===== src/hdl/lcc_ram.sv =====
`timescale 1ns / 1ps
// ----------------------------------------------------------------------------
// Generic simple dual port RAM
// One write port and one read port, read data registered.
// ----------------------------------------------------------------------------
module lcc_ram #(
  parameter int WIDTH = 8,
  parameter int DEPTH = 16,
  parameter int AW    = (DEPTH > 1) ? $clog2(DEPTH) : 1
) (
  input  logic             clk,
  input  logic             wr_en,
  input  logic [AW-1:0]    wr_addr,
  input  logic [WIDTH-1:0] wr_data,
  input  logic             rd_en,
  input  logic [AW-1:0]    rd_addr,
  output logic [WIDTH-1:0] rd_data
);

  logic [WIDTH-1:0] mem [DEPTH];

  // write and registered read
  always_ff @(posedge clk) begin
    if (wr_en) begin
      mem[wr_addr] <= wr_data;
    end
    if (rd_en) begin
      rd_data <= mem[rd_addr];
    end
  end

endmodule


===== config.mk =====
export PLATFORM = sky130hd
export DESIGN_NAME = lcc_ram
export DESIGN_NICKNAME = d
export VERILOG_FILES = /design/src/hdl/lcc_ram.sv
export SDC_FILE = /design/constraint.sdc
export NUM_CORES = 1
export LEC_CHECK = 0
export ABC_CLOCK_PERIOD_IN_PS = 6770
export BUFFER_PORTS_ARGS = -buffer_cell sky130_fd_sc_hd__buf_2
export CAP_MARGIN = 40
export CORE_ASPECT_RATIO = 1.4
export CORE_UTILIZATION = 58
export CTS_BUF_LIST = sky130_fd_sc_hd__clkbuf_8
export DETAILED_ROUTE_END_ITERATION = 8
export PLACE_DENSITY = 0.81
export SLEW_MARGIN = 15
export SYNTH_ARGS = -nofsm -noshare
export SYNTH_HDL_FRONTEND = slang
export SYNTH_SLANG_ARGS = --single-unit

===== constraint.sdc =====
create_clock -name clk -period 6.77 [get_ports clk]
set_input_delay 2.031 -clock clk [delete_from_list [all_inputs] [get_ports clk]]
set_output_delay 2.031 -clock clk [all_outputs]
set_load 0.005 [all_outputs]

==> flow_summary.toml <==
[run_status]
status = "complete, no violations"

[sta]
rsz_0062_raised_after_global_routing = "no"
worstMarginPinSlew_ns = 0.827
timing.final.hold_violations = 0
maxSlewHeadroom_pct = 44.7
timing.final.crit_share_pct = 51.5
maximum_operating_frequency_ghz = 0.287
finalSetupViolations = 0
fin_setup_tns_ns = 0
max_slew_violation_total_from_the_final_report = 0
final_critical_path_setup_slack_ns = 3.28
finalCriticalPeriod_ns = 3.49
fin_skew_ns = 0.00742
holdWs_ns = 0.760

[critical_path]
startpoint_type_of_the_worst_setup_path = "primary input"
critical_path_buf_inv_count = 2
cp.arrival_ns = 3.66
top_delay_family_on_crit_path = "buffers and inverters"
worstPathCellList = "buf_2, buf_12, mux4_1, a22oi_1, nand2_1"
worst_setup_path_end_kind = "flop"
worst_path_max_delay_cell = "sky130_fd_sc_hd__mux4_1"
max_stage_delay_ns = 0.58
cp_data_required_time_ns = 6.94
cp_max_fo = 18
critical_path_class = "in -> reg"

[floorplanning]
placeableCoreArea_mm2 = 0.00866
full_die_area_mm2 = 0.00940
placementRows = 40
initial_cell_density_of_the_core_pct = 60.4
die_x_um = 82.2
die-height_um = 114
floorplan.io_pins = 27

[clock_network]
post_cts_resized = 0
post-cts-setup-buffer-count = 0
cts_tree = "built"
root_buffer = "sky130_fd_sc_hd__clkbuf_8"
h_tree_level_count = 4
clockBufferDepth = 2
cts-buffers-inserted = 17
clk-insertion-delay-late_ns = 0.43
cts.hold.buffers_added = 0
clock_sinks = 136
clock_slew_seen_by_the_registers_of_the_worst_setup_and_hold_paths_ns = 0.07

[yosys]
synth-seq-area-share_pct = 78.1
synth_cells = 229
syn-mean-instance-area_um2 = 22.8
synth.cell_area_mm2 = 0.00523
count_of_state_elements_after_synthesis = 136
yosysWarningCount = 0
number_of_library_cell_types_mapped_by_synthesis = 18
synth_fp_nets = 248

[placed_design]
placed_cells_incl_taps = 361
dp_hpwl_um = 6150
place_congestion = 0.733
post-place-ws_ns = 2.79
port-buffer-count = 26

[layout]
post_route_cells_drive_above_1_share_pct = 26.6
antenna_cells_inserted = 0
layoutNonFillerInstCount = 394
syn_to_final_growth_pct = 10.9
finalNetCount = 295

[global_route]
grt_remaining_overflow = 0
first_pass_grt_wire_length_um = 14300
gr-usage-all-layers_pct = 23.3
pin_count_of_the_biggest_net_entering_global_routing = 33
vias_in_the_first_global_route = 2546
antenna_violations_before_repair = 0

[routing]
ant_nets = 0
drtIter0Drc = 248
routed-via-count = 2439
wl_per_cell_um = 23.6
first_pass_iters = 4
post-route-drc-count = 0
drt-total-wl_um = 9290
viasPerCell = 6.19

[run]
drv.max_cap_violation_count = 0

[power]
cellLeakagePower_nw = 1.96
power-per-cell-area_mw_per_mm2 = 264
peakVddDrop_mv = 0.210
post-layout-total-power_w = 0.00153

[hold_path]
worst_hold_path_type = "reg -> reg"
-- flip-flops by register name (all words and copies together), names as in the netlist --
| register | count |
|---|---|
| mem | 128 |
| rd_data | 8 |
-- placed cells by master (no fill, tap or decap), drive strengths merged --
cell / netlist / final
clkinv: 0 / 6
nand3b: 2 / 2
or3b: 1 / 1
and2b: 1 / 1
buf: 7 / 38
nand2b: 2 / 2
nand2: 9 / 9
a22oi: 16 / 16
edfxtp: 136 / 136
nor2b: 1 / 1
nand3: 1 / 1
nor3: 4 / 4
inv: 0 / 9
and2: 1 / 1
clkbuf: 0 / 17
nor2: 13 / 13
mux4: 32 / 32
-- where the power goes --
part	total (W)	switching [W]	internal (W)
Clock	0.000498	0.000264	0.000234
Sequential	0.000953	0.00000456	0.000948
Combinational	0.0000821	0.0000471	0.0000350
-- cells by family (layout without fill, tap and decap cells) --
kind of cell           after synthesis  count (layout)  synth area share [%]
muxes                               32              32                  14.8
DFF                                136             136                  78.1
and+or+nand+nor                     35              35                  3.14
AOI/OAI and AO/OA                   16              16                  2.30
buffers and inverters               10              70                  1.65
-- cells in the mapped netlist (all sizes together) --
| library cell | instances | share of area [%] |
|---|---|---|
| a22oi | 16 | 2.3 |
| and2 | 1 | 0.12 |
| and2b | 1 | 0.14 |
| buf | 7 | 1.1 |
| clkdlybuf4s25 | 3 | 0.57 |
| edfxtp | 136 | 78 |
| mux4 | 32 | 15 |
| nand2 | 9 | 0.65 |
| nand2b | 2 | 0.24 |
| nand3 | 1 | 0.096 |
| nand3b | 2 | 0.29 |
| nor2 | 13 | 0.93 |
| nor2b | 1 | 0.12 |
| nor3 | 4 | 0.38 |
| or3b | 1 | 0.17 |
-- path summary, 6_finish.rpt --
check	from	endpoint	slack (ns)	cells after the start
worst min register to register	mem[10][6]$_DFFE_PP_	rd_data[6]$_DFFE_PP_	0.76	3
worst max register to register	mem[1][1]$_DFFE_PP_	rd_data[1]$_DFFE_PP_	5.26	3
worst min-delay path	mem[10][6]$_DFFE_PP_	rd_data[6]$_DFFE_PP_	0.76	3
worst max-delay path	rd_addr[0]	rd_data[1]$_DFFE_PP_	3.28	5
-- worst min-delay path: cells and delay by family (launching register included) --
kind             cells  cell delay [ns]
multiplexers         1             0.22
AO/OA/AOI/OAI        1             0.07
AND/OR/NAND/NOR      1             0.05
flip-flops           1             0.31
-- stage by stage --
step	utilization [%]	cell area [µm²]
floorplan	-	5230
global placement	62.7	5430
detailed placement	63.5	5500
CTS	66.9	5790
global route	67.0	5800
finish	67.0	5800
-- per-layer routing --
| metal | up-vias | GRT usage, % | wire length, µm |
|---|---|---|---|
| met2 | 92 | 35.9 | 4740 |
| met1 | 1242 | 29.4 | 3660 |
| met5 | - | 0 | 0 |
| met3 | 32 | 6.85 | 493 |
| met4 | 0 | 13.8 | 397 |
| li1 | 1073 | - | - |
-- final cells by class --
cell class / instances / area (µm²)
fill: 553 / 2860
tap: 105 / 131
timing repair buffer: 38 / 233
clock buffer: 17 / 234
sequential: 136 / 4080
multi-input combinational: 83 / 1060
clock inverter: 15 / 60.1
No activity file was read; power rests on OpenSTA's default activity.
