--- src/hdl/lcc_pkg.sv ---
`timescale 1ns / 1ps
// ----------------------------------------------------------------------------
// Lock order checker package
// Sizes, result codes and the stack cell control word shared by the core.
// ----------------------------------------------------------------------------
package lcc_pkg;

  localparam int MAX_LOCKS   = 64;
  localparam int MAX_THREADS = 16;
  localparam int HELD_DEPTH  = 8;

  localparam int ADDR_W  = 48;
  localparam int TID_W   = 16;
  localparam int RANK_W  = $clog2(MAX_LOCKS);
  localparam int LCNT_W  = $clog2(MAX_LOCKS + 1);
  localparam int SLOT_W  = (MAX_THREADS > 1) ? $clog2(MAX_THREADS) : 1;
  localparam int TCNT_W  = $clog2(MAX_THREADS + 1);
  localparam int DEPTH_W = $clog2(HELD_DEPTH + 1);
  localparam int DIDX_W  = (HELD_DEPTH > 1) ? $clog2(HELD_DEPTH) : 1;
  localparam int ROW_W   = HELD_DEPTH * RANK_W;

  // result field widths
  localparam int STATUS_W   = 3;
  localparam int OUT_RANK_W = 6;
  localparam int OUT_CNT_W  = 4;

  localparam logic REQ_ACQUIRE = 1'b0;
  localparam logic REQ_RELEASE = 1'b1;

  typedef enum logic [STATUS_W-1:0] {
    ST_OK          = 3'd0,
    ST_ORDER       = 3'd1,
    ST_NOT_HELD    = 3'd2,
    ST_LOCK_FULL   = 3'd3,
    ST_THREAD_FULL = 3'd4,
    ST_HELD_FULL   = 3'd5
  } status_t;

  // push writes the lane at pos; pull shifts lanes from pos upwards down by one
  typedef struct packed {
    logic              push;
    logic              pull;
    logic [DIDX_W-1:0] pos;
  } stk_ctrl_t;

endpackage

--- src/hdl/lcc_thr_cell.sv ---
`timescale 1ns / 1ps
// ----------------------------------------------------------------------------
// Thread table cell
// Holds one thread id and flags a match against the broadcast key.
// ----------------------------------------------------------------------------
module lcc_thr_cell (
  input  logic                      clk,
  input  logic                      live,
  input  logic                      wr_en,
  input  logic [lcc_pkg::TID_W-1:0] key,
  output logic                      hit_r
);
  import lcc_pkg::*;

  logic [TID_W-1:0] tid_r;

  // load id, register compare
  always_ff @(posedge clk) begin
    if (wr_en) begin
      tid_r <= key;
    end
    hit_r <= live && (tid_r == key);
  end

endmodule

--- config.mk ---
export PLATFORM = sky130hd
export DESIGN_NAME = lcc_thr_cell
export DESIGN_NICKNAME = d
export VERILOG_FILES = /design/src/hdl/lcc_pkg.sv /design/src/hdl/lcc_thr_cell.sv
export SDC_FILE = /design/constraint.sdc
export NUM_CORES = 1
export LEC_CHECK = 0
export ABC_AREA = 1
export BUFFER_PORTS_ARGS = -buffer_cell sky130_fd_sc_hd__buf_2
export CELL_PAD_IN_SITES_DETAIL_PLACEMENT = 0
export CELL_PAD_IN_SITES_GLOBAL_PLACEMENT = 1
export CORE_MARGIN = 2
export CORE_UTILIZATION = 43
export CTS_BUF_LIST = sky130_fd_sc_hd__clkbuf_2 sky130_fd_sc_hd__clkbuf_4 sky130_fd_sc_hd__clkbuf_8
export DETAILED_ROUTE_END_ITERATION = 10
export PLACE_DENSITY = 0.81
export SLEW_MARGIN = 20
export SYNTH_ARGS = -nofsm -noshare
export SYNTH_HDL_FRONTEND = slang
export SYNTH_SLANG_ARGS = --single-unit
--- constraint.sdc ---
create_clock -name clk -period 2.4 [get_ports clk]
set_input_delay 0.24 -clock clk [delete_from_list [all_inputs] [get_ports clk]]
set_output_delay 0.24 -clock clk [all_outputs]
set_load 0.05 [all_outputs]
==> results.json, run 1 <==
{
  "rsz0062_at_grt": "false",
  "final_antenna_net_count": 0,
  "crit_slowest_cell": "dfxtp_1",
  "cts.clk_slew.worst_paths_ns": 0.09,
  "path_class": "reg2out",
  "setup_viol": 0,
  "finalSetupTns_ns": 0,
  "clockBufferDepth": 2,
  "cp_max_fo": 1,
  "initial_core_util": 0.459,
  "ir_drop_v": 0.000376,
  "hold_viol": 0,
  "core_area_um2": 1730,
  "syn_area_um2": 792,
  "fin_worst_skew_ns": 0.00235,
  "grt_max_degree": 17,
  "post_cts_buffers": 0,
  "ff_latch_area_um2": 500,
  "firstDrtPassIters": 2,
  "drc": 0,
  "synth-seq-area-share": 0.632,
  "final_layout_size_suffix_gt1_frac": 0.248,
  "grt_pass1_vias": 563,
  "fin_crit_ns": 1.10,
  "synth_cell_types": 13,
  "tightest_slew_ns": 0.378,
  "synthToLayoutAreaGrowth_pct": 19.7,
  "dp_cells": 130,
  "yosysWarningCount": 0,
  "routedWlPerCell_um": 9.30,
  "final_cell_mix": "31 x nand2_1, 19 x buf_2, 17 x inv_1",
  "syn_nets": 105,
  "vias": 579,
  "cts_buffers": 3,
  "dpl.hpwl_um": 957,
  "cp_top_family": "flip-flops",
  "critPathCaptureType": "primary output",
  "hold_ws_ns": 0.144,
  "p_leak_nw": 0.477,
  "dp_slack_ns": 1.41,
  "drv_cap": 0,
  "fin_cells": 134,
  "fillers": 184,
  "power_density_nw_per_um2": 620,
  "synth.largest_area_cell": "edfxtp_1",
  "setup_slack_ns": 1.30,
  "die_area_um2": 2200,
  "row_count": 15,
  "min_period_over_period": 0.460,
  "start_kind": "register",
  "globalRoute.totalOverflow": 0,
  "antenna_found_initial": 0,
  "cts-root-buf": "clkbuf_4",
  "pin_count": 20,
  "io_buffers": 19,
  "cts_resized": 0,
  "nets": 129,
  "die_w_um": 46.9,
  "avgSynthCellArea_um2": 9.21,
  "layout_commonest_cell": "nand2_1",
  "grt_pass1_wl_um": 2130,
  "multiInputGateArea_um2": 220,
  "fmax_ghz": 0.906,
  "diodes": 0,
  "cts_tree": "done",
  "clk_latency_ns": 0.28,
  "synthCells": 86,
  "grt_util_all_layers": 0.140,
  "slowest_delay_ns": 0.33,
  "utilization": 0.549,
  "routed_wl_um": 1250,
  "yosysTopAreaCellShare": 0.607,
  "ys_ff_latch": 17,
  "synthTopCellsByArea": "edfxtp_1 61%, nand2_1 15%, inv_1 8.1%",
  "path_cells": "buf_2",
  "routed_via_density": 4.32,
  "drt_iter0_markers": 5,
  "crit_arrival_ns": 0.86,
  "outcome": "complete, no violations",
  "cts-htree-levels": 1,
  "critical_path_buf_inv_count": 1,
  "cts.sinks": 17,
  "die_h_um": 46.9,
  "relSlewSlack": 0.748,
  "final_max_slew_viol_count": 0,
  "cp_data_required_time_ns": 2.16,
  "gp_congestion": 0.683,
  "hold_buffers": 0,
  "worstHoldPathType": "in2reg"
}
## worst reg2reg max path, cell delays in order (launching register included)
cell      delay, ns
edfxtp_1       0.39
nand2_1        0.08
nand2_1        0.05
nor2_1         0.14
nand2_1        0.07
nor2_1         0.09
nand2_1        0.06
nor2_2         0.07
## cell families after synthesis
kind of cell	Yosys count	synth area share
simple gates	43	0.216
buf+inv	19	0.0900
flops	17	0.632
compound gates	4	0.0284
xor+xnor	3	0.0332
## layer usage
| metal | wire length (µm) | up-vias | GRT usage |
|---|---|---|---|
| met5 | 0 | - | 0 |
| met4 | 10 | 0 | 0.0833 |
| met3 | 55 | 2 | 0.0231 |
| met2 | 591 | 12 | 0.225 |
| met1 | 589 | 256 | 0.178 |
| li1 | - | 309 | - |
## layout make-up
type                       count  area share
multi-input combinational     50       0.232
sequential                    17       0.528
clock buffer                   4      0.0317
inverter                      19      0.0752
tap                           25      0.0330
timing repair buffer          19       0.100
## report_power, final
| group | leakage [nW] | internal, mW | switching, mW | total [mW] |
|---|---|---|---|---|
| sequential | 0.165 | 0.349 | 0.00897 | 0.358 |
| clock | 0.0184 | 0.0758 | 0.0858 | 0.162 |
| combinational | 0.294 | 0.0295 | 0.0389 | 0.0684 |
## through the flow
| stage | power [mW] | instance area (µm²) |
|---|---|---|
| detailed placement | 0.434 | 918 |
| floorplan | 0.401 | 792 |
| global placement | 0.432 | 918 |
| CTS | 0.598 | 948 |
| global route | 0.615 | 948 |
| finish | 0.588 | 948 |
## synth_stat cells
master     n
dfxtp_1    1
edfxtp_1  16
inv_1     17
inv_2      2
nand2_1   31
nand3_1    1
nor2_1     9
nor2_2     1
nor3_2     1
o21ai_0    1
o21ai_1    1
o22ai_1    2
xor2_1     3
## flip-flops by register name, indices dropped and copies added (netlist names)
name and count:
tid_r 16, hit_r 1
## final timing paths
kind	startpoint	end	slack (ns)	depth (start not counted)
max	hit_r	hit_r	1.30	1
min	key[10]	tid_r[10]	0.14	1
max reg2reg	tid_r[7]	hit_r	1.40	7
min reg2reg	tid_r[8]	hit_r	0.66	5
No activity file was read; power rests on OpenSTA's default activity.
==> inputs of run 2 (changes only) <==
CORE_UTILIZATION = 36   (was 43)
PLACE_DENSITY = 0.72   (was 0.81)
clock period = 0.9 ns   (was 2.4 ns; I/O delays follow)
==> results.json, run 2 (synthesized netlist as in run 1, its figures left out) <==
{
  "outcome": "finished, violations left",
  "failed_checks": "setup timing",
  "pin_count": 20,
  "setup_viol": 1,
  "vias": 584,
  "ff_latch_area_um2": 500,
  "cp_top_family": "simple AND/OR/NAND/NOR gates",
  "globalRoute.totalOverflow": 0,
  "row_count": 16,
  "r2r-end": "hit_r",
  "final_max_slew_viol_count": 0,
  "die_h_um": 50.9,
  "grt_pass1_wl_um": 2150,
  "cp_data_required_time_ns": 1.12,
  "final_antenna_net_count": 0,
  "fillers": 210,
  "top_regs": "tid_r (16), hit_r (1)",
  "cts_buffers": 3,
  "hold_depth": 1,
  "min_to": "tid_r[7]",
  "path_cells": "nand2_1, nand2_1, nor2_1, nand2_1, nor2_1, nand2_1, nor2_2",
  "p_int_mw": 1.24,
  "crit_path_frequent_cell": "nand2_1",
  "p_sw_mw": 0.347,
  "grt_pass1_vias": 538,
  "drc": 0,
  "final_layout_size_suffix_gt1_frac": 0.227,
  "drv_cap": 0,
  "rsz0062_at_grt": "true",
  "fmax_ghz": 1.06,
  "io_buffers": 19,
  "routed_wl_um": 1290,
  "utilization": 0.523,
  "r2r_start": "tid_r[1]",
  "diodes": 0,
  "min_period_over_period": 1.05,
  "grt_max_degree": 17,
  "fin_worst_skew_ns": 0.00356,
  "worstHoldPathType": "in2reg",
  "routedWlPerCell_um": 8.84,
  "cts.sinks": 17,
  "swShare": 0.219,
  "clk_latency_ns": 0.28,
  "min_from": "key[7]",
  "combPwrFrac": 0.134,
  "ff2ff_path_depth": 7,
  "critical_path_buf_inv_count": 0,
  "largest_register_ffs": 16,
  "die_w_um": 50.9,
  "critPathCaptureType": "register",
  "tightest_slew_ns": 0.364,
  "crit_arrival_ns": 1.17,
  "p_leak_nw": 0.520,
  "p_seq_frac": 0.602,
  "gp_congestion": 0.682,
  "nets": 139,
  "dp_slack_ns": -0.0516,
  "firstDrtPassIters": 4,
  "clockBufferDepth": 2,
  "drt_iter0_markers": 12,
  "finalSetupTns_ns": -0.0462,
  "initial_core_util": 0.392,
  "die_area_um2": 2590,
  "multiInputGateArea_um2": 220,
  "synthToLayoutAreaGrowth_pct": 33.5,
  "ir_drop_v": 0.000992,
  "start_kind": "register",
  "hold_viol": 0,
  "dpl.hpwl_um": 962,
  "final_cell_mix": "31 x nand2_1, 18 x buf_2, 17 x inv_1",
  "layout_commonest_cell": "nand2_1",
  "cts-root-buf": "clkbuf_4",
  "power_density_nw_per_um2": 1500,
  "crit_cells": 7,
  "path_class": "reg2reg",
  "r2r_slack_ns": -0.05,
  "grt_util_all_layers": 0.113,
  "fin_crit_ns": 0.946,
  "pwr-share-clk": 0.263,
  "antenna_found_initial": 0,
  "relSlewSlack": 0.757,
  "setup_slack_ns": -0.0462,
  "cts_tree": "done",
  "cts-htree-levels": 1,
  "routed_via_density": 4.00,
  "cp_max_fo": 2,
  "core_area_um2": 2020,
  "cts.clk_slew.worst_paths_ns": 0.09,
  "slowest_delay_ns": 0.40,
  "crit_slowest_cell": "edfxtp_1",
  "regMostFlops": "tid_r"
}
-- run 2: what timing repair did --
action | CTS | global route
setup endpoints to repair | 2 | 2
gates resized for setup | 2 | 0
pin swaps | 5 | 3
hold buffers | 4 | 6
setup buffers | 0 | 0
endpoints found under the hold margin | 4 | 6
-- run 2: worst max-delay path by stage --
stage          startpoint    end  slack [ns]
3_3_place_gp     tid_r[7]  hit_r       -0.04
3_5_place_dp     tid_r[1]  hit_r       -0.05
2_1_floorplan    tid_r[7]  hit_r        0.03
5_1_grt          tid_r[9]  hit_r       -0.16
4_1_cts          tid_r[1]  hit_r       -0.06
6_report         tid_r[1]  hit_r       -0.05
-- run 2: metrics by stage --
step           cells  cell area [µm²]  hold slack, ns  power (mW)
2_1_floorplan     86              792           0.189        1.07
3_3_place_gp     132              921           0.282        1.15
3_5_place_dp     132              921           0.284        1.16
4_1_cts          140              997        0.000547        1.59
5_1_grt          146             1060         0.00203        1.70
6_report         146             1060          0.0149        1.59
-- run 2: final cells by class --
type	count	share of cell area
clock buffers	4	0.0284
inverters	19	0.0675
repair buffers	29	0.191
well taps	27	0.0320
flip-flops and latches	17	0.473
multi-input cells	50	0.208
-- run 2: per-layer routing --
layer | share of wire | global-route usage
met2 | 0.48 | 0.162
met3 | 0.029 | 0.0263
met1 | 0.48 | 0.158
met4 | 0.011 | 0.0541
met5 | 0 | 0
-- run 2: power groups by stage --
| stage | sequential (mW) | combinational (mW) | clock, mW |
|---|---|---|---|
| 5_1_grt | 0.963 | 0.250 | 0.484 |
| 4_1_cts | 0.955 | 0.198 | 0.440 |
| 3_5_place_dp | 0.973 | 0.184 | 0 |
| 2_1_floorplan | 0.968 | 0.102 | 0 |
| 3_3_place_gp | 0.969 | 0.182 | 0 |
| 6_report | 0.955 | 0.213 | 0.418 |
