File: config.mk
export PLATFORM = sky130hd
export DESIGN_NAME = lcc_stk_cell
export DESIGN_NICKNAME = d
export VERILOG_FILES = /design/src/hdl/lcc_pkg.sv /design/src/hdl/lcc_stk_cell.sv
export SDC_FILE = /design/constraint.sdc
export NUM_CORES = 1
export LEC_CHECK = 0
export ABC_AREA = 1
export BUFFER_PORTS_ARGS = -buffer_cell sky130_fd_sc_hd__buf_4
export CAP_MARGIN = 20
export CORE_AREA = 2 2 39 41
export DETAILED_ROUTE_END_ITERATION = 16
export DIE_AREA = 0 0 41 43
export GPL_ROUTABILITY_DRIVEN = 0
export GPL_TIMING_DRIVEN = 0
export PLACE_DENSITY = 0.63
export SLEW_MARGIN = 20
export SYNTH_ARGS = -nofsm -noshare
export SYNTH_HDL_FRONTEND = slang
export SYNTH_SLANG_ARGS = --single-unit
File: constraint.sdc
create_clock -name vclk -period 4.3
set_clock_uncertainty 0.2 [all_clocks]
set_input_delay 0.86 -clock vclk [all_inputs]
set_output_delay 0.86 -clock vclk [all_outputs]
set_load 0.02 [all_outputs]
File: src/hdl/lcc_pkg.sv
`timescale 1ns / 1ps
// ----------------------------------------------------------------------------
// Lock order checker package
// Sizes, result codes and the stack cell control word shared by the core.
// ----------------------------------------------------------------------------
package lcc_pkg;

  localparam int MAX_LOCKS   = 64;
  localparam int MAX_THREADS = 16;
  localparam int HELD_DEPTH  = 8;

  localparam int ADDR_W  = 48;
  localparam int TID_W   = 16;
  localparam int RANK_W  = $clog2(MAX_LOCKS);
  localparam int LCNT_W  = $clog2(MAX_LOCKS + 1);
  localparam int SLOT_W  = (MAX_THREADS > 1) ? $clog2(MAX_THREADS) : 1;
  localparam int TCNT_W  = $clog2(MAX_THREADS + 1);
  localparam int DEPTH_W = $clog2(HELD_DEPTH + 1);
  localparam int DIDX_W  = (HELD_DEPTH > 1) ? $clog2(HELD_DEPTH) : 1;
  localparam int ROW_W   = HELD_DEPTH * RANK_W;

  // result field widths
  localparam int STATUS_W   = 3;
  localparam int OUT_RANK_W = 6;
  localparam int OUT_CNT_W  = 4;

  localparam logic REQ_ACQUIRE = 1'b0;
  localparam logic REQ_RELEASE = 1'b1;

  typedef enum logic [STATUS_W-1:0] {
    ST_OK          = 3'd0,
    ST_ORDER       = 3'd1,
    ST_NOT_HELD    = 3'd2,
    ST_LOCK_FULL   = 3'd3,
    ST_THREAD_FULL = 3'd4,
    ST_HELD_FULL   = 3'd5
  } status_t;

  // push writes the lane at pos; pull shifts lanes from pos upwards down by one
  typedef struct packed {
    logic              push;
    logic              pull;
    logic [DIDX_W-1:0] pos;
  } stk_ctrl_t;

endpackage

File: src/hdl/lcc_stk_cell.sv
`timescale 1ns / 1ps
// ----------------------------------------------------------------------------
// Held stack lane
// Computes one lane of a thread's held list after a push or a removal.
// ----------------------------------------------------------------------------
module lcc_stk_cell (
  input  lcc_pkg::stk_ctrl_t          ctrl,
  input  logic [lcc_pkg::DIDX_W-1:0]  idx,
  input  logic [lcc_pkg::RANK_W-1:0]  own,
  input  logic [lcc_pkg::RANK_W-1:0]  upper,
  input  logic [lcc_pkg::RANK_W-1:0]  new_rank,
  output logic [lcc_pkg::RANK_W-1:0]  nxt
);
  import lcc_pkg::*;

  // take the new rank, the neighbour above, or hold
  always_comb begin
    nxt = own;
    if (ctrl.push && (idx == ctrl.pos)) begin
      nxt = new_rank;
    end else if (ctrl.pull && (idx >= ctrl.pos)) begin
      nxt = upper;
    end
  end

endmodule

==> impl_metrics.py, run 1 <==
metrics = {
    "yosys": {
        "syn_nets": 87,
        "synth_top_area_share_pct": 24.6,
        "avgSynthCellArea_um2": 5.00,
        "synth_warnings": 0,
        "ys_types": 9,
        "synthTopCellsByArea": "nand2_1, nand3_1, inv_1, ha_1, inv_2",
        "synth.cell_area_um2": 290,
        "synth-seq-area-share_pct": 0,
        "syn_inst": 58,
        "synth.largest_area_cell": "nand2_1",
    },
    "clock_tree": {
        "cts_hold_buf": 0,
        "post_cts_resized": 0,
        "postCtsSetupBuffers": 0,
    },
    "critical_path": {
        "crit_required_ns": 3.24,
        "path_max_fanout": 7,
        "path_cells": "buf_4 -> ha_1 -> nand2_1 -> inv_2 -> nand3_2 -> inv_1 -> nand2_1 -> nand2_1 -> buf_4",
        "critPathLaunchType": "input pin",
        "critPathSlowestCell": "ha_1",
        "max_stage_delay_ns": 0.29,
        "crit_top_cell": "nand2_1",
        "crit_path_end_kind": "primary output",
        "worstPathArrival_ns": 2.02,
        "crit_type": "input pin to primary output",
    },
    "floorplan": {
        "core-area_um2": 1380,
        "dieArea_um2": 1760,
        "rows": 14,
        "io_pins": 32,
        "die_x_um": 41,
        "die_y_um": 43,
        "start_util_pct": 21.0,
    },
    "run": {
        "cap_violations": 0,
    },
    "power_and_ir_drop": {
        "combPwrFrac_pct": 100.0,
        "irDropWorstVdd_mv": 0.0389,
        "clkPwrFrac_pct": 0,
        "p_per_area_nw_per_um2": 129,
        "power_switching_mw": 0.0354,
        "power_leakage_nw": 0.367,
        "seq_power_share_pct": 0,
        "internal_power_mw": 0.0359,
        "sw_frac_of_total_pct": 49.7,
    },
    "sta": {
        "worst_pin_slew_ns": 0.187,
        "hold_ws_ns": 1.82,
        "slew_headroom_pct": 87.5,
        "post-route-period-util_pct": 71.7,
        "fin_crit_ns": 3.08,
        "maxSlewViolCount": 0,
        "rsz0062_at_grt": "no",
        "finalHoldViolations": 0,
        "setup_violations": 0,
        "fin_tns_setup_ns": 0,
        "max_freq_mhz": 324,
    },
    "status": {
        "status": "finished clean",
    },
    "placed_design": {
        "portBuffers": 32,
        "place.detailed.hpwl_um": 735,
        "place_area_um2": 551,
        "dpl.cell_count": 106,
    },
    "global_routing": {
        "grt_pass1_vias": 355,
        "grt_overflow": 0,
        "antenna_found_initial": 0,
        "grt_pass1_wl_um": 1300,
        "grt.total_usage_pct": 9.89,
        "grt_max_degree": 8,
    },
    "cells_and_area": {
        "diodes": 0,
        "nFillCells": 163,
        "final-seq-area_um2": 0,
        "drive_above_1_share_pct": 50.0,
        "nNetsFinal": 121,
        "layout_common_cells": "buf_4, nand2_1, nand3_1",
        "design_area_um2": 551,
        "multi_input_area_um2": 223,
        "seq_cell_count": 0,
        "area_growth_pct": 89.7,
        "fin_cells": 106,
        "final_common_cell": "buf_4",
        "clkbuf_count": 0,
    },
    "min_path": {
        "hold_start": "new_rank[0]",
        "hold_path_class": "input pin to primary output",
        "holdPathEnd": "nxt[0]",
        "hold_path_depth": 4,
    },
    "detailed_routing": {
        "num_vias": 420,
        "dr.pass1.iters": 1,
        "drt_iter0_markers": 0,
        "drtAntennaViolNets": 0,
        "drt_drc_violations_left": 0,
        "via_per_inst": 3.96,
        "wl_per_cell_um": 7.78,
        "wl_um": 825,
    },
}
[worst max path at each step]
stage	startpoint	end	slack, ns
6_report	idx[2]	nxt[5]	1.22
2_1_floorplan	ctrl[2]	nxt[0]	1.47
3_3_place_gp	idx[2]	nxt[3]	1.19
4_1_cts	idx[2]	nxt[3]	1.19
5_1_grt	ctrl[2]	nxt[3]	1.08
3_5_place_dp	idx[2]	nxt[3]	1.19
[per-stage QoR]
stage          power, mW  setup WS, ns  util (%)
2_1_floorplan     0.0372          1.47         -
3_3_place_gp      0.0719          1.19      39.8
3_5_place_dp      0.0726          1.19      39.8
4_1_cts           0.0728          1.19      39.8
5_1_grt           0.0796          1.08      39.8
6_report          0.0713          1.22      39.8
[Yosys cell counts]
cell     instances
a21oi_2          1
ha_1             3
inv_1           11
inv_2            7
nand2_1         19
nand2_2          2
nand2_4          2
nand3_1         12
nand3_2          1
[routing by layer]
metal	track usage (%)	share of wire [%]
met2	20.3	57
met4	0	0
met5	0	0
met1	10.8	36
met3	0	7.6
[cell families (layout without fill, tap and decap cells)]
logic type      after synthesis  count (layout)  share of synthesized area [%]
compound gates                1               1                           3.02
fa+ha+maj                     3               3                           12.9
buf+inv                      18              50                           23.3
simple gates                 36              36                           60.8
[final cells by class]
type	instances	share of cell area (%)
Multi-Input combinational cell	40	40.5
Inverter	18	12.3
Timing Repair Buffer	32	43.6
Tap cell	16	3.64
[critical path: cells and delay by family]
kind | cells | cell delay [ns]
fa+ha+maj | 1 | 0.29
simple gates | 4 | 0.36
buf+inv | 4 | 0.51
[power by group through the flow]
stage	Clock [mW]	Sequential (mW)	Combinational, mW
floorplan	0	0	0.0372
global placement	0	0	0.0719
detailed placement	0	0	0.0726
CTS	0	0	0.0728
global route	0	0	0.0796
finish	0	0	0.0713
No activity file was read; power rests on OpenSTA's default activity.
==> run 2: changes to the inputs <==
--- a/config.mk
+++ b/config.mk
@@ -5,7 +5,7 @@
 export SDC_FILE = /design/constraint.sdc
 export NUM_CORES = 1
 export LEC_CHECK = 0
-export ABC_AREA = 1
+export ABC_AREA = 0
 export BUFFER_PORTS_ARGS = -buffer_cell sky130_fd_sc_hd__buf_4
 export CAP_MARGIN = 20
 export CORE_AREA = 2 2 39 41
@@ -13,7 +13,7 @@
 export DIE_AREA = 0 0 41 43
 export GPL_ROUTABILITY_DRIVEN = 0
 export GPL_TIMING_DRIVEN = 0
-export PLACE_DENSITY = 0.63
+export PLACE_DENSITY = 0.62
 export SLEW_MARGIN = 20
 export SYNTH_ARGS = -nofsm -noshare
 export SYNTH_HDL_FRONTEND = slang
==> constraint.sdc (replaced) <==
create_clock -name vclk -period 2.5
set_clock_uncertainty 0.2 [all_clocks]
set_input_delay 0.5 -clock vclk [all_inputs]
set_output_delay 0.5 -clock vclk [all_outputs]
set_load 0.02 [all_outputs]
==> run 2 against run 1 <==
Setup slack worse by 1.1 ns. Global-route usage stayed put. Critical endpoint unchanged. Die area stayed put. Total power is 82% higher. Critical path depth is 2 lower. First-iteration DRC count is 5 higher. Highest routed layer unchanged. Synthesized area is 15% lower. Combinational power is 82% higher.
==> impl_metrics.py, run 2 <==
metrics = {
    "cells_and_area": {
        "drive_above_1_share_pct": 60.0,
        "layout_common_cells": "buf_4, nor2_1, a31oi_1",
        "design_area_um2": 538,
        "final-seq-area_um2": 0,
        "final_core_utilization_pct": 38.9,
        "diodes": 0,
        "nFillCells": 144,
        "clkbuf_count": 0,
        "nNetsFinal": 101,
        "final_common_cell": "buf_4",
        "seq_cell_count": 0,
        "area_growth_pct": 117,
    },
    "detailed_routing": {
        "drtAntennaViolNets": 0,
        "wl_per_cell_um": 10.6,
        "num_vias": 398,
        "drt_iter0_markers": 5,
        "via_per_inst": 4.63,
        "drt_drc_violations_left": 0,
        "wl_um": 910,
        "dr.pass1.iters": 4,
    },
    "yosys": {
        "synthTopCellsByArea": "a31oi_1, ha_1, nand3_1, o21ai_0, nor2_1",
        "synthTopCellsByCount": "a31oi_1, nand3_1, nor2_1",
        "synth_warnings": 0,
        "syn_nets": 67,
        "synth-seq-area-share_pct": 0,
        "avgSynthCellArea_um2": 6.52,
        "synth_top_area_share_pct": 15.2,
        "syn_inst": 38,
        "ys_types": 14,
        "synth.cell_area_um2": 248,
        "synth.largest_area_cell": "a31oi_1",
    },
    "placed_design": {
        "place_area_um2": 508,
        "place.detailed.hpwl_um": 783,
        "dpl_worst_slack_ns": 0.00682,
        "portBuffers": 32,
    },
    "min_path": {
        "hold_path_depth": 4,
        "hold_start": "own[4]",
        "hold_path_class": "input pin to primary output",
    },
    "global_routing": {
        "grt_pass1_vias": 329,
        "grt_overflow": 0,
        "grt.total_usage_pct": 9.89,
        "grt_pass1_wl_um": 1300,
        "antenna_found_initial": 0,
        "grt_max_degree": 11,
    },
    "floorplan": {
        "core-area_um2": 1380,
        "rows": 14,
        "start_util_pct": 17.9,
        "die_x_um": 41,
        "io_pins": 32,
        "die_y_um": 43,
        "dieArea_um2": 1760,
    },
    "run": {
        "cap_violations": 0,
    },
    "sta": {
        "max_freq_mhz": 415,
        "maxSlewViolCount": 0,
        "fin_tns_setup_ns": 0,
        "slew_headroom_pct": 86.0,
        "post-route-period-util_pct": 96.4,
        "worst_pin_slew_ns": 0.210,
        "fin_crit_ns": 2.41,
        "setup_violations": 0,
        "rsz0062_at_grt": "yes",
        "finalHoldViolations": 0,
        "setup_ws_ns": 0.0902,
    },
    "power_and_ir_drop": {
        "internal_power_mw": 0.0692,
        "power_leakage_nw": 0.256,
        "p_per_area_nw_per_um2": 242,
        "clkPwrFrac_pct": 0,
        "combPwrFrac_pct": 100.0,
        "power_switching_mw": 0.0609,
        "sw_frac_of_total_pct": 46.8,
        "seq_power_share_pct": 0,
        "irDropWorstVdd_mv": 0.0673,
    },
    "clock_tree": {
        "postCtsSetupBuffers": 0,
    },
    "critical_path": {
        "crit_top_cell": "buf_4",
        "crit_type": "input pin to primary output",
        "worstPathArrival_ns": 1.71,
        "crit_path_end_kind": "primary output",
        "path_max_fanout": 6,
        "max_stage_delay_ns": 0.25,
        "path_cells": "buf_4 -> ha_4 -> and2b_4 -> o21ai_4 -> nand3_1 -> a31oi_1 -> buf_4",
        "crit_required_ns": 1.80,
        "critPathLaunchType": "input pin",
        "critPathSlowestCell": "ha_4",
        "setup.worst_path.start": "ctrl[0]",
    },
    "status": {
        "status": "finished clean",
    },
}
==> run 2: cells by family after synthesis <==
logic type,synth area share (%)
and+or+nand+nor,30.3
AOI/OAI and AO/OA,46.5
buffers and inverters,8.08
adders and majority gates,15.2
==> run 2: per-stage QoR <==
step | hold slack (ns) | std cells | power [mW]
after floorplan | 0.979 | 38 | 0.0635
after global placement | 1.19 | 86 | 0.122
after detailed placement | 1.18 | 86 | 0.124
after CTS | 1.18 | 86 | 0.124
after global routing | 1.20 | 86 | 0.141
final | 1.19 | 86 | 0.130
==> run 2: cell type report <==
type	instances	area, um2	area share, %
multi-input combinational	33	258	47.9
timing repair buffer	32	240	44.7
tap	16	20.0	3.72
inverter	4	15.0	2.79
buffer	1	5.00	0.930
==> run 2: power by group through the flow <==
stage / logic, mW / registers (mW) / clock network [mW]
floorplan: 0.0635 / 0 / 0
global placement: 0.122 / 0 / 0
detailed placement: 0.124 / 0 / 0
CTS: 0.124 / 0 / 0
global route: 0.141 / 0 / 0
finish: 0.130 / 0 / 0
==> run 2: metal layers <==
layer	vias to the layer above	routed length [um]	GRT usage, %
met2	15	495	19.4
met5	-	0	0
met3	0	68	0.524
met1	176	345	11.4
li1	207	-	-
met4	0	0	0
==> run 2: path summary, 6_finish.rpt <==
| check | to | slack (ns) |
|---|---|---|
| hold / removal | nxt[4] | 1.19 |
| setup / recovery | nxt[5] | 0.09 |
==> run 2: repair_timing <==
action	4_1_cts	5_1_grt
gates resized for setup	0	6
setup endpoints to repair	0	6
hold buffers	0	0
==> run 2: critical path: cells and delay by family <==
family / cells / cell delay (ns)
compound gates: 2 / 0.38
fa+ha+maj: 1 / 0.25
buf+inv: 2 / 0.29
simple gates: 2 / 0.29
