<file path="src/hdl/lcc_pkg.sv">
`timescale 1ns / 1ps
// ----------------------------------------------------------------------------
// Lock order checker package
// Sizes, result codes and the stack cell control word shared by the core.
// ----------------------------------------------------------------------------
package lcc_pkg;

  localparam int MAX_LOCKS   = 64;
  localparam int MAX_THREADS = 16;
  localparam int HELD_DEPTH  = 8;

  localparam int ADDR_W  = 48;
  localparam int TID_W   = 16;
  localparam int RANK_W  = $clog2(MAX_LOCKS);
  localparam int LCNT_W  = $clog2(MAX_LOCKS + 1);
  localparam int SLOT_W  = (MAX_THREADS > 1) ? $clog2(MAX_THREADS) : 1;
  localparam int TCNT_W  = $clog2(MAX_THREADS + 1);
  localparam int DEPTH_W = $clog2(HELD_DEPTH + 1);
  localparam int DIDX_W  = (HELD_DEPTH > 1) ? $clog2(HELD_DEPTH) : 1;
  localparam int ROW_W   = HELD_DEPTH * RANK_W;

  // result field widths
  localparam int STATUS_W   = 3;
  localparam int OUT_RANK_W = 6;
  localparam int OUT_CNT_W  = 4;

  localparam logic REQ_ACQUIRE = 1'b0;
  localparam logic REQ_RELEASE = 1'b1;

  typedef enum logic [STATUS_W-1:0] {
    ST_OK          = 3'd0,
    ST_ORDER       = 3'd1,
    ST_NOT_HELD    = 3'd2,
    ST_LOCK_FULL   = 3'd3,
    ST_THREAD_FULL = 3'd4,
    ST_HELD_FULL   = 3'd5
  } status_t;

  // push writes the lane at pos; pull shifts lanes from pos upwards down by one
  typedef struct packed {
    logic              push;
    logic              pull;
    logic [DIDX_W-1:0] pos;
  } stk_ctrl_t;

endpackage

</file>
<file path="src/hdl/lcc_lock_cell.sv">
`timescale 1ns / 1ps
// ----------------------------------------------------------------------------
// Lock table cell
// Holds one lock address and flags a match against the broadcast key.
// ----------------------------------------------------------------------------
module lcc_lock_cell (
  input  logic                       clk,
  input  logic                       live,
  input  logic                       wr_en,
  input  logic [lcc_pkg::ADDR_W-1:0] key,
  output logic                       hit_r
);
  import lcc_pkg::*;

  logic [ADDR_W-1:0] addr_r;

  // load address, register compare
  always_ff @(posedge clk) begin
    if (wr_en) begin
      addr_r <= key;
    end
    hit_r <= live && (addr_r == key);
  end

endmodule

</file>
<file path="config.mk">
export PLATFORM = sky130hd
export DESIGN_NAME = lcc_lock_cell
export DESIGN_NICKNAME = d
export VERILOG_FILES = /design/src/hdl/lcc_pkg.sv /design/src/hdl/lcc_lock_cell.sv
export SDC_FILE = /design/constraint.sdc
export NUM_CORES = 1
export LEC_CHECK = 0
export BUFFER_PORTS_ARGS = -buffer_cell sky130_fd_sc_hd__buf_2
export CORE_ASPECT_RATIO = 0.7
export CORE_UTILIZATION = 47
export CTS_CLUSTER_DIAMETER = 80
export CTS_CLUSTER_SIZE = 30
export DETAILED_ROUTE_END_ITERATION = 8
export GPL_ROUTABILITY_DRIVEN = 0
export PLACE_DENSITY = 0.8
export SLEW_MARGIN = 20
export SYNTH_ARGS = -nofsm -noshare
export SYNTH_HDL_FRONTEND = slang
export SYNTH_SLANG_ARGS = --single-unit
</file>
<file path="constraint.sdc">
create_clock -name clk -period 1.4 [get_ports clk]
set_input_delay 0.21 -clock clk [delete_from_list [all_inputs] [get_ports clk]]
set_output_delay 0.21 -clock clk [all_outputs]
set_load 0.01 [all_outputs]
</file>
==> run summary, run 1 <==
====================================================================================================
Number of synthesis warnings ..........................................................            0
Total core area .......................................................................     4020 um2
Post-detailed-route wirelength per cell ...............................................      14.0 um
Fraction of final layout cells sized beyond drive strength 1 ..........................        35.4%
Cell Count Post-Placement .............................................................          225
Sort of element at the end of the critical path .......................................     register
Sequential area share after synthesis .................................................        72.4%
Cell Rows .............................................................................           19
CTS Root Buffer Type .................................................................. sky130_fd_sc_hd__clkbuf_8
Max cap viols .........................................................................            0
Launching element type of the critical path ...........................................     register
Period utilisation layout .............................................................         102%
Final-layout worst hold slack .........................................................     0.113 ns
Total Routing Usage GR ................................................................        15.7%
Power per cell area ...................................................................  1230 nW/um2
Clk sink count ........................................................................           49
# hold bufs at CTS ....................................................................            0
Number of H-tree levels ...............................................................            2
FILL cells ............................................................................          321
Antenna violations before repair ......................................................            0
Type of the tightest min-delay check .................................................. primary input to register
CTS Buf Count .........................................................................            5
Insertion delay to the later sink of the worst-skew pair ..............................      0.29 ns
RSZ-0062 raised after global routing ..................................................         true
Synth Register Bits ...................................................................           49
Synthesis-to-finish area growth .......................................................        23.7%
Slowest cell on the critical path ..................................................... sky130_fd_sc_hd__or4_4
Overall die area ......................................................................     4560 um2
Maximum root-to-sink buffer count .....................................................            2
Final Instance Count excl. Fillers ....................................................          233
Routed Antenna Nets ...................................................................            0
Final standard cell utilization of the core ...........................................        62.2%
Number of vias in the routed layout ...................................................        1,152
Crit-path max FO ......................................................................            1
Outcome ............................................................................... complete, but fails checks
Gate count after technology mapping ...................................................          121
Width of the chip .....................................................................      80.3 um
Chain of cells forming the critical path .............................................. xnor2_1 > nand4_1 > or4_4 > nor4_2
Start point of the worst min-delay path ...............................................      key[31]
Aggregate negative setup slack ........................................................   -0.0238 ns
Ports placed on the boundary ..........................................................           52
Achievable Freq .......................................................................      702 MHz
Synth Area per Inst ...................................................................     16.7 um2
Residual DRC count ....................................................................            0
Required arrival time at the worst endpoint ...........................................      1.61 ns
Sum of net half-perimeters after detailed placement ...................................      2.51 mm
Critical path data arrival time .......................................................      1.63 ns
Startpoint of the worst setup timing path ............................................. addr_r[6]$_DFFE_PP_
Post-layout minimum cycle time ........................................................      1.42 ns
Leak ..................................................................................     0.968 nW
Wire length of the first global-routing pass ..........................................      5.20 mm
Worst ir drop on vdd ..................................................................     0.835 mV
Number of slew-limit violations in the final report ...................................            0
CTS tree ..............................................................................         done
Clock-pin slew reported for the worst setup and hold paths after clock tree synthesis .      0.09 ns
Post-synthesis instance area ..........................................................     2020 um2
Via/cell ratio ........................................................................         4.94
Max-slew headroom .....................................................................        79.0%
Area taken by multi-input logic gates .................................................      561 um2
Largest incremental delay on the critical path ........................................      0.54 ns
Overflow after GRT ....................................................................            0
Vias in the first global route ........................................................        1,142
Die Ht ................................................................................      56.8 um
Final setup skew ......................................................................   0.00574 ns
Final WS setup ........................................................................   -0.0238 ns
Fin. Hold Viols .......................................................................            0
Origin of the critical flop-to-flop path .............................................. addr_r[6]$_DFFE_PP_
Slew of the pin with the lowest slew margin ...........................................     0.312 ns
Count of nets after finishing .........................................................          231
Post-Synthesis Net Count ..............................................................          172
Violations in the final reports ....................................................... setup timing
Commonest cells after routing, fill and taps aside .................................... 51 x sky130_fd_sc_hd__buf_2, 48 x sky130_fd_sc_hd__edfxtp_1, 36 x sky130_fd_sc_hd__xor2_1
DRT Pass-1 Iters ......................................................................            4
Iteration-0 DRC Markers ...............................................................           29
Diode insertion count for antenna repair ..............................................            0
Area taken by flip-flops and latches ..................................................     1460 um2
Largest net degree at the start of global routing .....................................           49
Number of buffer cells added on primary ports .........................................           51
Setup violation total in the final timing report ......................................            1
Post-CTS setup buffer count ...........................................................            0
Most frequent standard cell in the layout excluding fill and tap cells ................ sky130_fd_sc_hd__buf_2
Overall routed net length .............................................................      3.27 mm
Worst setup path class ................................................................ register to register
Number of distinct library cells after synthesis ......................................           18
Starting density of the core ..........................................................        50.2%
====================================================================================================
logic make-up (layout without fill, tap and decap cells):
logic type	after synthesis	after routing	synth area share, %
AO/OA/AOI/OAI	5	5	1.98
XOR/XNOR	42	42	18.2
flip-flops	49	49	72.4
buffers and inverters	5	65	0.930
AND/OR/NAND/NOR	20	20	6.45
sequential cells by signal (all words and copies together), names as in the netlist:
| register | flops |
|---|---|
| addr_r | 48 |
| hit_r | 1 |
layer usage:
metal / global-route usage, % / wire (um) / vias up
li1: - / - / 567
met1: 22.6 / 1600 / 544
met2: 22.6 / 1440 / 38
met3: 5.69 / 212 / 3
met4: 3.83 / 18 / 0
met5: 0 / 0 / -
synth_stat cells:
| cell type | number | share of area [%] |
|---|---|---|
| sky130_fd_sc_hd__edfxtp_1 | 48 | 71 |
| sky130_fd_sc_hd__xor2_1 | 36 | 16 |
| sky130_fd_sc_hd__nor4_1 | 8 | 2.5 |
| sky130_fd_sc_hd__xnor2_1 | 6 | 2.6 |
| sky130_fd_sc_hd__inv_1 | 5 | 0.93 |
| sky130_fd_sc_hd__nand4_1 | 3 | 0.93 |
| sky130_fd_sc_hd__nor2b_1 | 3 | 0.93 |
| sky130_fd_sc_hd__nand2b_1 | 2 | 0.62 |
| sky130_fd_sc_hd__a2111oi_0 | 1 | 0.43 |
| sky130_fd_sc_hd__a221oi_1 | 1 | 0.43 |
| sky130_fd_sc_hd__dfxtp_1 | 1 | 0.99 |
| sky130_fd_sc_hd__nand3_1 | 1 | 0.25 |
| sky130_fd_sc_hd__nor3_1 | 1 | 0.25 |
| sky130_fd_sc_hd__nor4_2 | 1 | 0.62 |
| sky130_fd_sc_hd__o2111ai_1 | 1 | 0.43 |
| sky130_fd_sc_hd__o21ai_0 | 1 | 0.25 |
| sky130_fd_sc_hd__o221ai_1 | 1 | 0.43 |
| sky130_fd_sc_hd__or4_1 | 1 | 0.37 |
timing repair:
action | 4_1_cts | 5_1_grt
setup endpoints to repair | 1 | 1
pin swaps | 2 | 1
resized for setup | 4 | 1
path summary, 6_finish.rpt:
check	to	slack (ns)	cells after the start
setup / recovery	hit_r$_DFF_P_	-0.02	4
hold / removal	addr_r[31]$_DFFE_PP_	0.11	1
setup reg to reg	hit_r$_DFF_P_	-0.02	4
hold reg to reg	hit_r$_DFF_P_	0.62	3
layout make-up:
| cell class | count | share of cell area [%] |
|---|---|---|
| Clock buffer | 7 | 3.46 |
| Sequential cell | 49 | 58.5 |
| Clock inverter | 1 | 1.20 |
| Inverter | 5 | 0.752 |
| Multi-Input combinational cell | 67 | 22.4 |
| Timing Repair Buffer | 52 | 11.0 |
| Tap cell | 52 | 2.61 |
where the power goes:
| group | leakage, nW | switching [mW] | internal (mW) | total, mW |
|---|---|---|---|---|
| registers | 0.478 | 0.0469 | 1.74 | 1.78 |
| logic | 0.432 | 0.144 | 0.144 | 0.288 |
| clock network | 0.0585 | 0.428 | 0.582 | 1.01 |
| total | 0.968 | 0.619 | 2.46 | 3.08 |
critical path, delay by kind of cell (launching register included):
family        cells  cell delay, ns
xor+xnor          1            0.17
flops             1            0.39
simple gates      3            0.79
stage by stage:
stage                     cell area [um2]  power (mW)  worst slack, ns
after global routing                 2500        3.22          -0.0532
final                                2500        3.08          -0.0238
after global placement               2360        2.08          -0.0869
after CTS                            2490        3.11          -0.0488
after floorplan                      2020        1.93           0.0855
after detailed placement             2360        2.10          -0.0882
Note: power is estimated with default switching activity, not from simulation.
==> run 2, diff against run 1 <==
--- a/config.mk
+++ b/config.mk
@@ -6,13 +6,15 @@
 export NUM_CORES = 1
 export LEC_CHECK = 0
 export BUFFER_PORTS_ARGS = -buffer_cell sky130_fd_sc_hd__buf_2
+export CELL_PAD_IN_SITES_DETAIL_PLACEMENT = 1
+export CELL_PAD_IN_SITES_GLOBAL_PLACEMENT = 1
 export CORE_ASPECT_RATIO = 0.7
-export CORE_UTILIZATION = 47
+export CORE_UTILIZATION = 38
 export CTS_CLUSTER_DIAMETER = 80
 export CTS_CLUSTER_SIZE = 30
 export DETAILED_ROUTE_END_ITERATION = 8
 export GPL_ROUTABILITY_DRIVEN = 0
-export PLACE_DENSITY = 0.8
+export PLACE_DENSITY = 0.79
 export SLEW_MARGIN = 20
 export SYNTH_ARGS = -nofsm -noshare
 export SYNTH_HDL_FRONTEND = slang
==> constraint.sdc (replaced) <==
create_clock -name clk -period 1.4 [get_ports clk]
set_input_delay 0.21 -clock clk [delete_from_list [all_inputs] [get_ports clk]]
set_output_delay 0.21 -clock clk [all_outputs]
set_load 0.02 [all_outputs]
==> run 2 against run 1 <==
Net effect: clock-buffer cell count rose by 1; clock power fell by 23%; the run still ends with setup timing left; highest routed layer unchanged; first-iteration DRC count is 41% higher.
==> run summary, run 2 (synthesis results as in run 1) <==
====================================================================================================
Met2 Resource Use GR ..................................................................        23.6%   +0.98 points
Placed inst area ......................................................................     2380 um2   +0.90%
Required arrival time at the worst endpoint ...........................................      1.61 ns   about the same
Met3 Resource Use GR ..................................................................        5.94%   +0.25 points
Cell Rows .............................................................................           21   +2
Overall routed net length .............................................................      3.72 mm   +14%
Critical path data arrival time .......................................................      1.64 ns   about the same
Number of buffer cells added on primary ports .........................................           51   unchanged
Antenna violations before repair ......................................................            0   unchanged
RSZ-0062 raised after global routing ..................................................         true
Diode insertion count for antenna repair ..............................................            0   unchanged
Clock-pin slew reported for the worst setup and hold paths after clock tree synthesis .      0.08 ns   about the same
Number of slew-limit violations in the final report ...................................            0   unchanged
Worst setup path class ................................................................ register to register
Iteration-0 DRC Markers ...............................................................           41   +41%
Via/cell ratio ........................................................................         4.67   -5.6%
Overflow after GRT ....................................................................            0   unchanged
Terminus of the critical flop-to-flop path ............................................ hit_r$_DFF_P_
Vias in the first global route ........................................................        1,278   +12%
Leading registers by flop count ....................................................... addr_r (48), hit_r (1)
Max FFs per register ..................................................................           48   unchanged
Origin of the critical flop-to-flop path .............................................. addr_r[6]$_DFFE_PP_
Achievable Freq .......................................................................      699 MHz   -0.52%
Starting density of the core ..........................................................        40.9%   -9.4 points
Register containing the most flip-flops in the final layout ...........................       addr_r
Type of the tightest min-delay check .................................................. primary input to register
Worst setup slack for register-to-register paths ......................................     -0.03 ns   about the same
Clk sink count ........................................................................           49   unchanged
Maximum root-to-sink buffer count .....................................................            2   unchanged
Crit-path max FO ......................................................................            1   unchanged
Insertion delay to the later sink of the worst-skew pair ..............................      0.29 ns   about the same
Chain of cells forming the critical path .............................................. xnor2_2 > nand4_1 > or4_4 > nor4_2
Wire length of the first global-routing pass ..........................................      6.04 mm   +16%
Post-detailed-route wirelength per cell ...............................................      14.9 um   +5.9%
Power per cell area ...................................................................  1150 nW/um2   -6.6%
Width of the chip .....................................................................      89.1 um   +11%
Synthesis-to-finish area growth .......................................................        23.1%
CTS tree ..............................................................................         done
Count of nets after finishing .........................................................          231   unchanged
Number of H-tree levels ...............................................................            2   unchanged
Length in cells of the worst reg-to-reg path ..........................................            4   unchanged
CTS Root Buffer Type .................................................................. sky130_fd_sc_hd__clkbuf_8
Outcome ............................................................................... complete, but fails checks
Total core area .......................................................................     4940 um2   +23%
Sum of net half-perimeters after detailed placement ...................................      2.88 mm   +15%
Aggregate negative setup slack ........................................................   -0.0313 ns   -0.00750 ns
Crit path buf inv count ...............................................................            0   unchanged
Largest incremental delay on the critical path ........................................      0.52 ns   -0.02 ns
Max cap viols .........................................................................            0   unchanged
Leak ..................................................................................     0.953 nW   -1.5%
Period utilisation layout .............................................................         102%   +0.54 points
Final-layout worst hold slack .........................................................     0.107 ns   -0.00636 ns
Number of vias in the routed layout ...................................................        1,167   +1.3%
Fraction of final layout cells sized beyond drive strength 1 ..........................        34.3%   -1.1 points
Start point of the worst min-delay path ...............................................       key[5]
Post-CTS setup buffer count ...........................................................            0   unchanged
DRT Pass-1 Iters ......................................................................            4   unchanged
Fin. Hold Viols .......................................................................            0   unchanged
Post-layout minimum cycle time ........................................................      1.43 ns   +0.00750 ns
Sort of element at the end of the critical path .......................................     register
Top cell family by delay on the critical path ......................................... simple AND/OR/NAND/NOR gates
# hold bufs at CTS ....................................................................            0   unchanged
Worst ir drop on vdd ..................................................................     0.531 mV   -36%
Max-slew headroom .....................................................................        77.8%   -1.3 points
Total Routing Usage GR ................................................................        14.8%   -0.86 points
Largest net degree at the start of global routing .....................................           44   -10%
Power Total ...........................................................................      2.86 mW   -7.1%
Hold path endpoint .................................................................... addr_r[5]$_DFFE_PP_
Most frequent standard cell in the layout excluding fill and tap cells ................ sky130_fd_sc_hd__buf_2
Slew of the pin with the lowest slew margin ...........................................     0.333 ns   +0.0213 ns
Post-place setup slack ................................................................   -0.0347 ns   +0.0534 ns
Launching element type of the critical path ...........................................     register
GR peak layer .........................................................................         met2
CTS Buf Count .........................................................................            5   unchanged
Ports placed on the boundary ..........................................................           52   unchanged
Global routing usage on met1 ..........................................................        18.7%   -4.0 points
Die Ht ................................................................................      63.0 um   +11%
Routed Antenna Nets ...................................................................            0   unchanged
Final WS setup ........................................................................   -0.0313 ns   -0.00750 ns
Residual DRC count ....................................................................            0   unchanged
Finished Cell Area ....................................................................     2480 um2   -0.50%
Overall die area ......................................................................     5610 um2   +23%
Commonest cells after routing, fill and taps aside .................................... 51 x sky130_fd_sc_hd__buf_2, 48 x sky130_fd_sc_hd__edfxtp_1, 36 x sky130_fd_sc_hd__xor2_1
Number of stages on the worst hold path ...............................................            1   unchanged
Final setup skew ......................................................................   0.00227 ns   -0.00347 ns
FILL cells ............................................................................          519   +62%
Slowest cell on the critical path ..................................................... sky130_fd_sc_hd__or4_4
Violations in the final reports ....................................................... setup timing
Setup violation total in the final timing report ......................................            1   unchanged
====================================================================================================
[run 2: where the power goes]
part	switching (mW)	internal, mW
registers	0.0494	1.74
clock network	0.426	0.356
logic	0.150	0.144
total	0.626	2.24
[run 2: timing repair]
| action | CTS | global route |
|---|---|---|
| pin swaps | 2 | 2 |
| endpoints found under the hold margin | 0 | 0 |
| resized for setup | 1 | 4 |
| setup endpoints to repair | 1 | 1 |
[run 2: how the worst max path moves through the flow]
stage                                    start             to  cells past startpoint
after floorplan            addr_r[6]$_DFFE_PP_  hit_r$_DFF_P_                      4
after global placement    addr_r[43]$_DFFE_PP_  hit_r$_DFF_P_                      4
after detailed placement   addr_r[6]$_DFFE_PP_  hit_r$_DFF_P_                      4
after CTS                  addr_r[6]$_DFFE_PP_  hit_r$_DFF_P_                      4
after global routing       addr_r[6]$_DFFE_PP_  hit_r$_DFF_P_                      4
final                      addr_r[6]$_DFFE_PP_  hit_r$_DFF_P_                      4
[run 2: through the flow]
stage	util [%]	cells
after floorplan	-	121
after global placement	48.2	242
after detailed placement	48.2	242
after CTS	49.8	250
after global routing	50.3	250
final	50.3	250
[run 2: layer usage]
metal / vias up / wire (um)
met4: 0 / 32
li1: 566 / -
met5: - / 0
met1: 561 / 1670
met3: 5 / 252
met2: 35 / 1760
[run 2: layout make-up]
class	count	area [um2]	share of cell area [%]
clock buffers	8	80.1	3.22
flip-flops and latches	49	1460	58.8
repair buffers	52	275	11.1
well taps	69	86.3	3.47
inverters	5	18.8	0.755
multi-input cells	67	563	22.7
